$ cat src/rtl/assert_macros.svh
// shared assertion macros for the chunk framer
`ifndef ASSERT_MACROS_SVH
`define ASSERT_MACROS_SVH

`ifndef NO_ASSERTIONS

// property checked at every rising clock edge outside reset
`define RCF_ASSERT(lbl, clk, rst, prop, msg) \
   lbl: assert property (@(posedge clk) disable iff (rst) (prop)) else $error(msg);

// same-cycle implication checked outside reset
`define RCF_ASSERT_IMPLY(lbl, clk, rst, ante, cons, msg) \
   lbl: assert property (@(posedge clk) disable iff (rst) (ante) |-> (cons)) else $error(msg);

`else

`define RCF_ASSERT(lbl, clk, rst, prop, msg)
`define RCF_ASSERT_IMPLY(lbl, clk, rst, ante, cons, msg)

`endif

`endif

$ cat src/rtl/rcf_pkg.sv
package rcf_pkg;

   localparam logic        KIND_HEADER         = 1'b0;
   localparam logic        KIND_BODY           = 1'b1;
   localparam logic [1:0]  FMT_HEADER          = 2'd0;
   localparam logic [1:0]  FMT_SEPARATOR       = 2'd3;
   localparam logic [16:0] CSID_ONE_BYTE_LIMIT = 17'd64;
   localparam logic [16:0] CSID_TWO_BYTE_LIMIT = 17'd319;
   localparam logic [16:0] CSID_MAX            = 17'd65599;
   localparam logic [31:0] TS_ESCAPE           = 32'h00ff_ffff;
   localparam logic [23:0] CHUNK_SIZE_RESET    = 24'd128;
   localparam logic [4:0]  HEADER_FIXED_BYTES  = 5'd11;
   localparam logic [4:0]  EXT_TS_BYTES        = 5'd4;
   localparam logic [4:0]  ONE_BYTE            = 5'd1;

   typedef enum logic [1:0] {
      OP_HEADER,
      OP_BODY,
      OP_ERROR
   } op_type;

   typedef struct packed {
      logic [2:0][7:0] bytes;
      logic [1:0]      len;
   } basic_type;

   // one classified transaction handed from front to back
   typedef struct packed {
      op_type      op;
      logic [4:0]  nbytes;
      basic_type   basic;
      logic        ext;
      logic [31:0] timestamp;
      logic [23:0] length;
      logic [7:0]  type_id;
      logic [31:0] stream_id;
      logic [7:0]  data;
   } cmd_type;

   function automatic basic_type basic_header(input logic [1:0] fmt, input logic [16:0] id);
      basic_type   b;
      logic [16:0] v;
      v       = id - CSID_ONE_BYTE_LIMIT;
      b.bytes = '0;
      if (id < CSID_ONE_BYTE_LIMIT) begin
         b.bytes[0] = {fmt, id[5:0]};
         b.len      = 2'd1;
      end else if (id <= CSID_TWO_BYTE_LIMIT) begin
         b.bytes[0] = {fmt, 6'd0};
         b.bytes[1] = v[7:0];
         b.len      = 2'd2;
      end else begin
         b.bytes[0] = {fmt, 6'd1};
         b.bytes[1] = v[7:0];
         b.bytes[2] = v[15:8];
         b.len      = 2'd3;
      end
      return b;
   endfunction

endpackage

$ cat src/rtl/rcf_front.sv
`include "assert_macros.svh"

module rcf_front (
   input  logic                 clock,
   input  logic                 reset,
   input  logic                 csr_we,
   input  logic [23:0]          csr_wdata,
   input  logic                 req_push,
   input  logic                 q_full,
   input  logic                 req_kind,
   input  logic [16:0]          req_chunk_stream_id,
   input  logic [31:0]          req_msg_timestamp,
   input  logic [23:0]          req_message_length,
   input  logic [7:0]           req_type_id,
   input  logic [31:0]          req_message_stream_id,
   input  logic [7:0]           req_data_byte,
   output logic                 cmd_push,
   output rcf_pkg::cmd_type     cmd
);

   logic [23:0] chunk_size_ff;
   logic [23:0] bytes_left_ff, bytes_left_in;
   logic [23:0] chunk_fill_ff, chunk_fill_in;
   logic [16:0] current_stream_ff, current_stream_in;
   logic        accept;
   logic [23:0] left_dec;
   logic [23:0] fill_inc;

   assign accept   = req_push && !q_full;
   assign cmd_push = accept;
   assign left_dec = bytes_left_ff - 24'd1;
   assign fill_inc = chunk_fill_ff + 24'd1;

   always_comb begin
      bytes_left_in     = bytes_left_ff;
      chunk_fill_in     = chunk_fill_ff;
      current_stream_in = current_stream_ff;
      cmd.op        = rcf_pkg::OP_ERROR;
      cmd.nbytes    = rcf_pkg::ONE_BYTE;
      cmd.basic     = rcf_pkg::basic_header(rcf_pkg::FMT_HEADER, req_chunk_stream_id);
      cmd.ext       = req_msg_timestamp >= rcf_pkg::TS_ESCAPE;
      cmd.timestamp = req_msg_timestamp;
      cmd.length    = req_message_length;
      cmd.type_id   = req_type_id;
      cmd.stream_id = req_message_stream_id;
      cmd.data      = req_data_byte;
      if (req_kind == rcf_pkg::KIND_HEADER) begin
         if (req_chunk_stream_id > rcf_pkg::CSID_MAX) begin
            // bad id drops the current message
            bytes_left_in = '0;
            chunk_fill_in = '0;
         end else begin
            cmd.op            = rcf_pkg::OP_HEADER;
            cmd.nbytes        = {3'd0, cmd.basic.len} + rcf_pkg::HEADER_FIXED_BYTES
                                + (cmd.ext ? rcf_pkg::EXT_TS_BYTES : 5'd0);
            bytes_left_in     = req_message_length;
            chunk_fill_in     = '0;
            current_stream_in = req_chunk_stream_id;
         end
      end else if (bytes_left_ff != '0) begin
         cmd.op        = rcf_pkg::OP_BODY;
         cmd.basic     = rcf_pkg::basic_header(rcf_pkg::FMT_SEPARATOR, current_stream_ff);
         bytes_left_in = left_dec;
         if (left_dec == '0) begin
            chunk_fill_in = '0;
         end else if (fill_inc >= chunk_size_ff) begin
            // chunk full with more to come: type-3 separator follows the byte
            cmd.nbytes    = rcf_pkg::ONE_BYTE + {3'd0, cmd.basic.len};
            chunk_fill_in = '0;
         end else begin
            chunk_fill_in = fill_inc;
         end
      end
   end

   always_ff @(posedge clock) begin
      if (reset) begin
         chunk_size_ff     <= rcf_pkg::CHUNK_SIZE_RESET;
         bytes_left_ff     <= '0;
         chunk_fill_ff     <= '0;
         current_stream_ff <= '0;
      end else begin
         if (csr_we) begin
            chunk_size_ff <= csr_wdata;
         end
         if (accept) begin
            bytes_left_ff     <= bytes_left_in;
            chunk_fill_ff     <= chunk_fill_in;
            current_stream_ff <= current_stream_in;
         end
      end
   end

   `RCF_ASSERT_IMPLY(a_fill_idle, clock, reset, bytes_left_ff == '0, chunk_fill_ff == '0, "chunk fill set with no message")
   `RCF_ASSERT(a_stream_range, clock, reset, current_stream_ff <= rcf_pkg::CSID_MAX, "current stream id out of range")

endmodule

$ cat src/rtl/rcf_queue.sv
`include "assert_macros.svh"

module rcf_queue #(
   parameter int DEPTH = 4
) (
   input  logic                 clock,
   input  logic                 reset,
   input  logic                 push,
   input  rcf_pkg::cmd_type     push_data,
   output logic                 full,
   input  logic                 pop,
   output logic                 head_valid,
   output rcf_pkg::cmd_type     head
);

   localparam int PTR_W = $clog2(DEPTH);
   localparam int CNT_W = $clog2(DEPTH + 1);

   rcf_pkg::cmd_type   mem_ff [DEPTH];
   logic [PTR_W-1:0]   wr_ptr_ff, wr_ptr_in;
   logic [PTR_W-1:0]   rd_ptr_ff, rd_ptr_in;
   logic [CNT_W-1:0]   count_ff, count_in;
   logic               push_ok;
   logic               pop_ok;

   assign full       = count_ff == CNT_W'(DEPTH);
   assign head_valid = count_ff != '0;
   assign head       = mem_ff[rd_ptr_ff];
   assign push_ok    = push && !full;
   assign pop_ok     = pop && head_valid;

   always_comb begin
      wr_ptr_in = wr_ptr_ff;
      rd_ptr_in = rd_ptr_ff;
      count_in  = count_ff;
      if (push_ok) begin
         wr_ptr_in = (wr_ptr_ff == PTR_W'(DEPTH - 1)) ? '0 : wr_ptr_ff + 1'b1;
      end
      if (pop_ok) begin
         rd_ptr_in = (rd_ptr_ff == PTR_W'(DEPTH - 1)) ? '0 : rd_ptr_ff + 1'b1;
      end
      if (push_ok && !pop_ok) begin
         count_in = count_ff + 1'b1;
      end else if (pop_ok && !push_ok) begin
         count_in = count_ff - 1'b1;
      end
   end

   always_ff @(posedge clock) begin
      if (reset) begin
         wr_ptr_ff <= '0;
         rd_ptr_ff <= '0;
         count_ff  <= '0;
      end else begin
         wr_ptr_ff <= wr_ptr_in;
         rd_ptr_ff <= rd_ptr_in;
         count_ff  <= count_in;
      end
   end

   always_ff @(posedge clock) begin
      if (push_ok) begin
         mem_ff[wr_ptr_ff] <= push_data;
      end
   end

   `RCF_ASSERT_IMPLY(a_empty_ptrs, clock, reset, count_ff == '0, rd_ptr_ff == wr_ptr_ff, "queue empty but pointers differ")

endmodule

$ cat src/rtl/rcf_back.sv
`include "assert_macros.svh"

module rcf_back (
   input  logic                 clock,
   input  logic                 reset,
   input  logic                 head_valid,
   input  rcf_pkg::cmd_type     head,
   output logic                 head_pop,
   output logic                 rsp_empty,
   input  logic                 rsp_pop,
   output logic [7:0]           rsp_out_byte,
   output logic                 rsp_last,
   output logic                 rsp_error
);

   logic [4:0]  idx_ff, idx_in;
   logic        rsp_valid_ff;
   logic [7:0]  byte_ff;
   logic        last_ff;
   logic        error_ff;
   logic        load;
   logic        is_last;
   logic [4:0]  tail_idx;
   logic [23:0] ts24;
   logic [7:0]  byte_sel;

   assign load     = head_valid && (!rsp_valid_ff || rsp_pop);
   assign is_last  = idx_ff == (head.nbytes - 5'd1);
   assign head_pop = load && is_last;
   assign idx_in   = load ? (is_last ? 5'd0 : idx_ff + 5'd1) : idx_ff;
   assign tail_idx = idx_ff - {3'd0, head.basic.len};
   assign ts24     = head.ext ? rcf_pkg::TS_ESCAPE[23:0] : head.timestamp[23:0];

   always_comb begin
      byte_sel = 8'h00;
      unique case (head.op)
         rcf_pkg::OP_HEADER: begin
            if (idx_ff < {3'd0, head.basic.len}) begin
               byte_sel = head.basic.bytes[idx_ff[1:0]];
            end else begin
               // fixed part, then any extended timestamp, after the basic header
               unique case (tail_idx[3:0])
                  4'd0:    byte_sel = ts24[23:16];
                  4'd1:    byte_sel = ts24[15:8];
                  4'd2:    byte_sel = ts24[7:0];
                  4'd3:    byte_sel = head.length[23:16];
                  4'd4:    byte_sel = head.length[15:8];
                  4'd5:    byte_sel = head.length[7:0];
                  4'd6:    byte_sel = head.type_id;
                  4'd7:    byte_sel = head.stream_id[7:0];
                  4'd8:    byte_sel = head.stream_id[15:8];
                  4'd9:    byte_sel = head.stream_id[23:16];
                  4'd10:   byte_sel = head.stream_id[31:24];
                  4'd11:   byte_sel = head.timestamp[31:24];
                  4'd12:   byte_sel = head.timestamp[23:16];
                  4'd13:   byte_sel = head.timestamp[15:8];
                  4'd14:   byte_sel = head.timestamp[7:0];
                  default: byte_sel = 8'h00;
               endcase
            end
         end
         rcf_pkg::OP_BODY: begin
            // body byte, then the separator if one was planned
            if (idx_ff == 5'd0) begin
               byte_sel = head.data;
            end else begin
               byte_sel = head.basic.bytes[idx_ff[1:0] - 2'd1];
            end
         end
         rcf_pkg::OP_ERROR: byte_sel = 8'h00;
         default:           byte_sel = 8'h00;
      endcase
   end

   always_ff @(posedge clock) begin
      if (reset) begin
         idx_ff       <= '0;
         rsp_valid_ff <= 1'b0;
      end else begin
         idx_ff <= idx_in;
         if (load) begin
            rsp_valid_ff <= 1'b1;
         end else if (rsp_pop) begin
            rsp_valid_ff <= 1'b0;
         end
      end
   end

   always_ff @(posedge clock) begin
      if (load) begin
         byte_ff  <= byte_sel;
         last_ff  <= is_last;
         error_ff <= head.op == rcf_pkg::OP_ERROR;
      end
   end

   assign rsp_empty    = !rsp_valid_ff;
   assign rsp_out_byte = byte_ff;
   assign rsp_last     = last_ff;
   assign rsp_error    = error_ff;

   `RCF_ASSERT_IMPLY(a_idx_bound, clock, reset, head_valid, idx_ff < head.nbytes, "byte index past end of transaction")
   `RCF_ASSERT_IMPLY(a_idx_idle, clock, reset, !head_valid, idx_ff == 5'd0, "byte index moved with no transaction")

endmodule

$ cat src/rtl/rtmp_chunk_framer_unit.sv
// each transaction is stored in the command queue, then its bytes in the back's output register
// throughput: one output byte per cycle while rsp_pop is high; a header is 12 to 18 bytes,
// a body byte 1, or 2 to 4 when a type-3 separator follows; the back's serializer sets this
// the command queue (QUEUE_DEPTH entries) lets new transactions enter while bytes drain
// reset (synchronous, active high): chunk size 128, message state zero, queue and output empty

module rtmp_chunk_framer_unit #(
   parameter int QUEUE_DEPTH = 4
) (
   input  logic        clock,
   input  logic        reset,
   input  logic        csr_we,
   input  logic [23:0] csr_wdata,
   input  logic        req_push,
   output logic        req_full,
   input  logic        req_kind,
   input  logic [16:0] req_chunk_stream_id,
   input  logic [31:0] req_msg_timestamp,
   input  logic [23:0] req_message_length,
   input  logic [7:0]  req_type_id,
   input  logic [31:0] req_message_stream_id,
   input  logic [7:0]  req_data_byte,
   output logic        rsp_empty,
   input  logic        rsp_pop,
   output logic [7:0]  rsp_out_byte,
   output logic        rsp_last,
   output logic        rsp_error
);

   rcf_pkg::cmd_type cmd;
   rcf_pkg::cmd_type head;
   logic             cmd_push;
   logic             q_full;
   logic             head_valid;
   logic             head_pop;

   assign req_full = q_full;

   rcf_front u_front (
      .clock                 (clock),
      .reset                 (reset),
      .csr_we                (csr_we),
      .csr_wdata             (csr_wdata),
      .req_push              (req_push),
      .q_full                (q_full),
      .req_kind              (req_kind),
      .req_chunk_stream_id   (req_chunk_stream_id),
      .req_msg_timestamp     (req_msg_timestamp),
      .req_message_length    (req_message_length),
      .req_type_id           (req_type_id),
      .req_message_stream_id (req_message_stream_id),
      .req_data_byte         (req_data_byte),
      .cmd_push              (cmd_push),
      .cmd                   (cmd)
   );

   rcf_queue #(
      .DEPTH (QUEUE_DEPTH)
   ) u_queue (
      .clock      (clock),
      .reset      (reset),
      .push       (cmd_push),
      .push_data  (cmd),
      .full       (q_full),
      .pop        (head_pop),
      .head_valid (head_valid),
      .head       (head)
   );

   rcf_back u_back (
      .clock        (clock),
      .reset        (reset),
      .head_valid   (head_valid),
      .head         (head),
      .head_pop     (head_pop),
      .rsp_empty    (rsp_empty),
      .rsp_pop      (rsp_pop),
      .rsp_out_byte (rsp_out_byte),
      .rsp_last     (rsp_last),
      .rsp_error    (rsp_error)
   );

endmodule

$ cat config.mk
export PLATFORM = sky130hd
export DESIGN_NAME = rtmp_chunk_framer_unit
export DESIGN_NICKNAME = d
export VERILOG_FILES = /design/src/rtl/rcf_pkg.sv /design/src/rtl/rcf_front.sv /design/src/rtl/rcf_queue.sv /design/src/rtl/rcf_back.sv /design/src/rtl/rtmp_chunk_framer_unit.sv
export VERILOG_INCLUDE_DIRS = /design/src /design/src/rtl
export SDC_FILE = /design/constraint.sdc
export NUM_CORES = 1
export LEC_CHECK = 0
export BUFFER_PORTS_ARGS = -buffer_cell sky130_fd_sc_hd__buf_4
export CORE_ASPECT_RATIO = 0.7
export CORE_MARGIN = 2
export CORE_UTILIZATION = 48
export DETAILED_ROUTE_END_ITERATION = 7
export GPL_ROUTABILITY_DRIVEN = 0
export HOLD_SLACK_MARGIN = 0.03
export PLACE_DENSITY = 0.69
export RECOVER_POWER = 50
export SKIP_LAST_GASP = 1
export SYNTH_ARGS = -nofsm -noshare
export SYNTH_HDL_FRONTEND = slang
export SYNTH_SLANG_ARGS = --single-unit
$ cat constraint.sdc
create_clock -name clock -period 8.5 [get_ports clock]
set_input_delay 0.85 -clock clock [delete_from_list [all_inputs] [get_ports clock]]
set_output_delay 0.85 -clock clock [all_outputs]
set_load 0.05 [all_outputs]
# After elaboration in Yosys (flattened, before gate mapping)
# Memories as Yosys holds them, arrays and structs flattened. A register that Yosys moved wholly into a read port is not among the register bits.
# Cells that the tools add are included.
dict set report word_totals {
  reg_bits 112
  mem_bits_rw 552
  in_bits 151
  out_inout_bits 12
  wordCells 127
  mem_count 1
}
dict set report classes {
  n_addsub 15
  order_cmp 10
  n_eq_ne 21
  muxes 44
  bitwise 2
  n_reduce_logical 22
}
# memory depth width rd rd_clocked_by_memory_dff write_ports line
set mem_list {}
lappend mem_list {u_queue.mem_ff 4 138 1 1 1 rcf_queue.sv:19} ;# rcf_pkg::cmd_type mem_ff [DEPTH];
# cell count
set op_table {}
lappend op_table {{24-bit 2-to-1 mux} 8}
lappend op_table {{8-bit case mux with 15 select lines} 1}
lappend op_table {{8-bit 2-to-1 mux} 6}
lappend op_table {{10-bit 2-to-1 mux} 4}
lappend op_table {{17-bit by 9-bit less-or-equal comparator with 1-bit output, second input constant} 2}
lappend op_table {{17-bit by 7-bit less-than comparator with 1-bit output, second input constant} 2}
lappend op_table {{33-bit 2-to-1 mux} 1}
lappend op_table {{8-bit binary-select mux with 2-bit select} 2}
lappend op_table {{32-bit by 24-bit >= comparator with 1-bit output, second input constant} 1}
lappend op_table {{16-bit 2-to-1 mux} 2}
lappend op_table {{16-bit by 7-bit subtractor with 16-bit output, second input constant} 2}
lappend op_table {{4-bit == test, second input constant} 7}
lappend op_table {{26-bit 2-to-1 mux} 1}
lappend op_table {{24-bit by 1-bit adder with 24-bit output, second input constant} 1}
lappend op_table {{24-bit >= comparator} 1}
lappend op_table {{24-bit logical NOT} 1}
lappend op_table {{24-bit nonzero test} 1}
lappend op_table {{24-bit by 1-bit subtractor with 24-bit output, second input constant} 1}
lappend op_table {{17-bit > comparator, second input constant} 1}
lappend op_table {{4-bit by 3-bit == test with 1-bit output, second input constant} 4}
lappend op_table {{8-bit case mux with 2 select lines} 1}
lappend op_table {{3-bit 2-to-1 mux} 5}
lappend op_table {{5-bit 2-to-1 mux} 3}
lappend op_table {{7-bit 2-to-1 mux} 2}
lappend op_table {{other kinds (32)} 54}

# Longest topological paths before layout
dict set report logic_depth {
  depth_word 10
  mapped_depth 17
  depth_no_buf 15
}

# Hierarchy
# A second synthesis with hierarchy kept.
dict set report hier_totals {
  cells_unflattened 1998
  area_unflattened_um2 30012.5
}
# module n_inst cells_per_inst area_per_inst_um2 seq_area_each_um2
set by_module_without_submodules {}
lappend by_module_without_submodules {rcf_queue 1 771 20500.9 16756.1}
lappend by_module_without_submodules {rcf_front 1 871 6854.1 1781.7}
lappend by_module_without_submodules {rcf_back 1 356 2657.5 420.4}

# Worst setup path before layout
# Ideal clock, no wire load.
dict set report synth_timing {
  path_kind {input to register}
  start {input req_push}
  end {memory u_queue.mem_ff[0][0] (netlist name) (enable)}
  setup_ns 0.512
  t_arrival_ns 4.274
  required_ns 7.988
  path_slack_ns 3.714
  path_stages 3
  path_buffers 0
  path_cell_list {nand2b_1 -> inv_1 -> and2_1}
}
dict set report synth_between {
  elab_chain_len 4
}
# element line
set synth_lines {}
lappend synth_lines {{start: declaration} rtmp_chunk_framer_unit.sv:14} ;# input logic req_push,
lappend synth_lines {{1-bit logical AND} rcf_front.sv:29} ;# assign accept = req_push && !q_full;
lappend synth_lines {{1-bit logical AND} rcf_queue.sv:29} ;# assign push_ok = push && !full;
lappend synth_lines {{net u_queue.push_ok} rcf_queue.sv:23} ;# logic push_ok;
lappend synth_lines {{1-bit 2-to-1 mux} rcf_queue.sv:62} ;# if (push_ok) begin
lappend synth_lines {{1-bit 2-to-1 mux (implied by the code)} rcf_queue.sv:63} ;# mem_ff[wr_ptr_ff] <= push_data;
lappend synth_lines {{end: declaration} rcf_queue.sv:19}
# The timed path passes the listed nets, and every way through them passes these cells.

# Final worst setup path
dict set report layout_timing {
  start {register u_queue.count_ff[0]}
  end {memory u_queue.mem_ff[0][81] (netlist name) (enable)}
}
dict set report layout_between {
  elab_chain_len 6
}
# element line
set layout_lines {}
lappend layout_lines {{start: declaration} rcf_queue.sv:22} ;# logic [CNT_W-1:0] count_ff, count_in;
lappend layout_lines {{start signal: assignment} rcf_queue.sv:57} ;# count_ff <= count_in;
lappend layout_lines {{3-bit == test (*)} rcf_queue.sv:26} ;# assign full = count_ff == CNT_W'(DEPTH);
lappend layout_lines {{1-bit logical NOT (*)} {rcf_front.sv:29, rcf_queue.sv:29}}
lappend layout_lines {{1-bit logical AND} rcf_front.sv:29}
lappend layout_lines {{1-bit logical AND (*)} rcf_queue.sv:29}
lappend layout_lines {{net u_queue.push_ok} rcf_queue.sv:23}
lappend layout_lines {{1-bit 2-to-1 mux (*)} rcf_queue.sv:62}
lappend layout_lines {{1-bit 2-to-1 mux (implied by the code) (*)} rcf_queue.sv:63}
# Mark *: on every way through the listed nets, which the timed path passes. The rest lies on a longest branch.

==> metrics.txt <==
final setup margin 2.96 ns; Hold Crit Class primary input to flop; Core Region 58700 um^2; Worst R2R Setup Slack 2.96 ns; Detailed Place HPWL 46.1 mm; diode count 0; largest family of logic cells by synthesized area multiplexers; Die W 296 um; initial antenna violation count 0; setup TNS 0 ns; Synth area leaders edfxtp_1, mux4_2, dfxtp_1, ha_1, nor2_1; # resized after CTS 0; Routed Antenna Nets 0; DP Worst Slack about 3.5 ns; Yosys cell types 84; crit path time final roughly 5.5 ns; vias 17.3k; relative slew slack -1.30; Worst Path Max Fanout 51; gr ovfl total 0; CTS buffer count 61; pin count of the biggest net entering global routing just over 100; worst skew pair latency 0.64 ns; Simple-Gate Fraction of Synth Area 0.0785; postcts setup bufs 0; Final Core Density 0.547; nature of the critical path startpoint flop; cts-stage hold buffer count 0; post-synthesis adder-cell area fraction 0.0197; CTS tree done; endpoints failing setup 0; die height 208 um; Starting Density 0.488; VDD IR-drop max 0.179 mV; RSZ-0062 raised after global routing false; status finished, violations left; worst r2r dst u_queue.mem_ff[0][81]; Rows 74; Routed wire per std cell ~24 um; max-cap violation count 9; Synth Cell Area about 29000 um^2; Ys Warns 0; skew final 0.0159 ns; post-synthesis cell count 1892; worst reg2reg path depth 5; area grow syn2layout 12.0%; die area between 60000 and 70000 um^2; Synth Register Bits about 660; vias in the first global route approximately 17k; Main synth FF type edfxtp_1; Setup crit end kind flop; Worst Tran Pin Value 3.45 ns; count of input and output buffers between 150 and 200; Compound-Gate Fraction of Synth Area 0.0760; Worst Hold Launch csr_wdata[7]; Routed Wire Length just under 70 mm; clock sinks ~660; Slew Viols, Final 377; CP Launch Point u_queue.count_ff[0]; Yosys top cell by area edfxtp_1; Residual DRC 0; # IOs 163; average size of a mapped cell 15.1 um^2; Seq/Total Area, Yosys 0.653; post-synthesis mux area share 0.124; clock slew seen by the registers of the worst setup and hold paths 0.06 ns; Fin. Hold Viols 0; Pleak 0.0107 uW; Final period util 0.652; async set-reset flop share out of synthesis 0; count leader, synth edfxtp_1; layout cells sized above 1 0.151; Synth Net Count 2087; nets 2235; Req. time, crit path between 8 and 9 ns; worst r2r src u_queue.count_ff[0]; Fmax achieved 180 MHz; H-tree Lvls 2; top-area cell type share of the netlist area 0.581; CP endpoint u_queue.mem_ff[0][81]; commonest cells in the synthesized netlist edfxtp_1, mux4_2, nor2_1; first-pass GRT wire length 104 mm; XOR/XNOR Fraction of Synth Area 0.0183; Setup CP Type flop to flop; Power Density 281 nW/um^2; clk buf depth 3; Vias/cell approximately 6; CTS root buf clkbuf_16; WP data arrival 5.70 ns; DR pass1 iterations 7; DRT iter0 DRCs 2017; Post-synth EDFFs 554; total track usage 0.222; failing checks max-capacitance violations, max-slew violations
state kept, by name, indices dropped and copies added (netlist names), 2 cells and up, named ones only:
| register | count |
|---|---|
| u_front.bytes_left_ff | 24 |
| u_queue.rd_ptr_ff | 2 |
| u_back.rsp_out_byte | 8 |
| u_front.current_stream_ff | 17 |
| u_front.chunk_fill_ff | 24 |
| u_queue.wr_ptr_ff | 2 |
| u_queue.mem_ff | 544 |
| u_front.chunk_size_ff | 24 |
| u_back.idx_ff | 5 |
| u_queue.count_ff | 3 |
report_power, final:
| group | total [uW] | leakage, uW | internal [uW] | switching, uW |
|---|---|---|---|---|
| combinational | 2160 | 0.00381 | 749 | 1420 |
| clock | 2750 | 0.000970 | 1540 | 1200 |
| sequential | 4110 | 0.00593 | 3940 | 177 |
| total | 9020 | 0.0107 | 6230 | 2800 |
worst min path at each step:
stage	end	slack (ns)	cells after the start
finish	u_front.chunk_size_ff[7]	0.45	3
detailed placement	u_front.chunk_fill_ff[23]	0.45	2
CTS	u_queue.mem_ff[3][38]	0.39	1
global placement	u_front.chunk_fill_ff[10]	0.44	2
floorplan	u_front.chunk_fill_ff[10]	0.44	2
global route	u_front.chunk_size_ff[10]	0.44	3
layout make-up:
cell class	instances	area [um^2]
clock buffers	73	1580
clock inverters	41	417
fillers	4781	26600
inverters	104	390
multi-input cells	1037	9090
flip-flops and latches	658	18700
well taps	798	998
repair buffers	178	887
cells in the final DEF (no fill, tap or decap), drive strengths merged, types with 13 or more instances in the layout:
cell type / n
clkinv: 31
and3: 19
a22o: 13
a211oi: 28
xor2: 19
mux2i: 40
ha: 42
a21o: 16
a21oi: 47
clkbuf: 196
xnor2: 41
mux4: 136
nand4: 24
a22oi: 31
o21ai: 46
nor2: 119
dfxtp: 104
nor2b: 21
edfxtp: 554
inv: 104
nor3: 36
nor4: 24
nand3: 25
nand2: 110
o22ai: 33
buf: 55
per-stage QoR:
| stage | cell area (um^2) | std cells | total power (uW) | hold slack [ns] |
|---|---|---|---|---|
| floorplan | 28600 | 1892 | 5640 | 0.436 |
| global placement | 30600 | 2775 | 6280 | 0.445 |
| detailed placement | 30600 | 2775 | 6340 | 0.454 |
| CTS | 32600 | 2889 | 9080 | 0.389 |
| global route | 32100 | 2889 | 9360 | 0.435 |
| finish | 32100 | 2889 | 9020 | 0.448 |
per-layer routing:
metal	vias up	wire length, um	GRT usage
li1	7718	-	-
met2	771	30300	0.324
met5	-	0	0
met3	112	6690	0.0548
met4	0	1480	0.0503
met1	8726	30200	0.336
worst max-delay path, stage by stage, from the launching register on:
cell	delay [ns]
dfxtp_1	0.43
nor3b_1	0.13
nand2b_1	0.26
inv_1	0.24
and2_0	1.49
clkbuf_1	2.43
logic make-up after synthesis:
family                   Yosys count
flip-flops                       658
adder cells (fa/ha/maj)           44
XOR/XNOR                          60
AND/OR/NAND/NOR                  443
AO/OA/AOI/OAI                    308
multiplexers                     182
buffers and inverters            197
(Power assumes the default switching activity.)
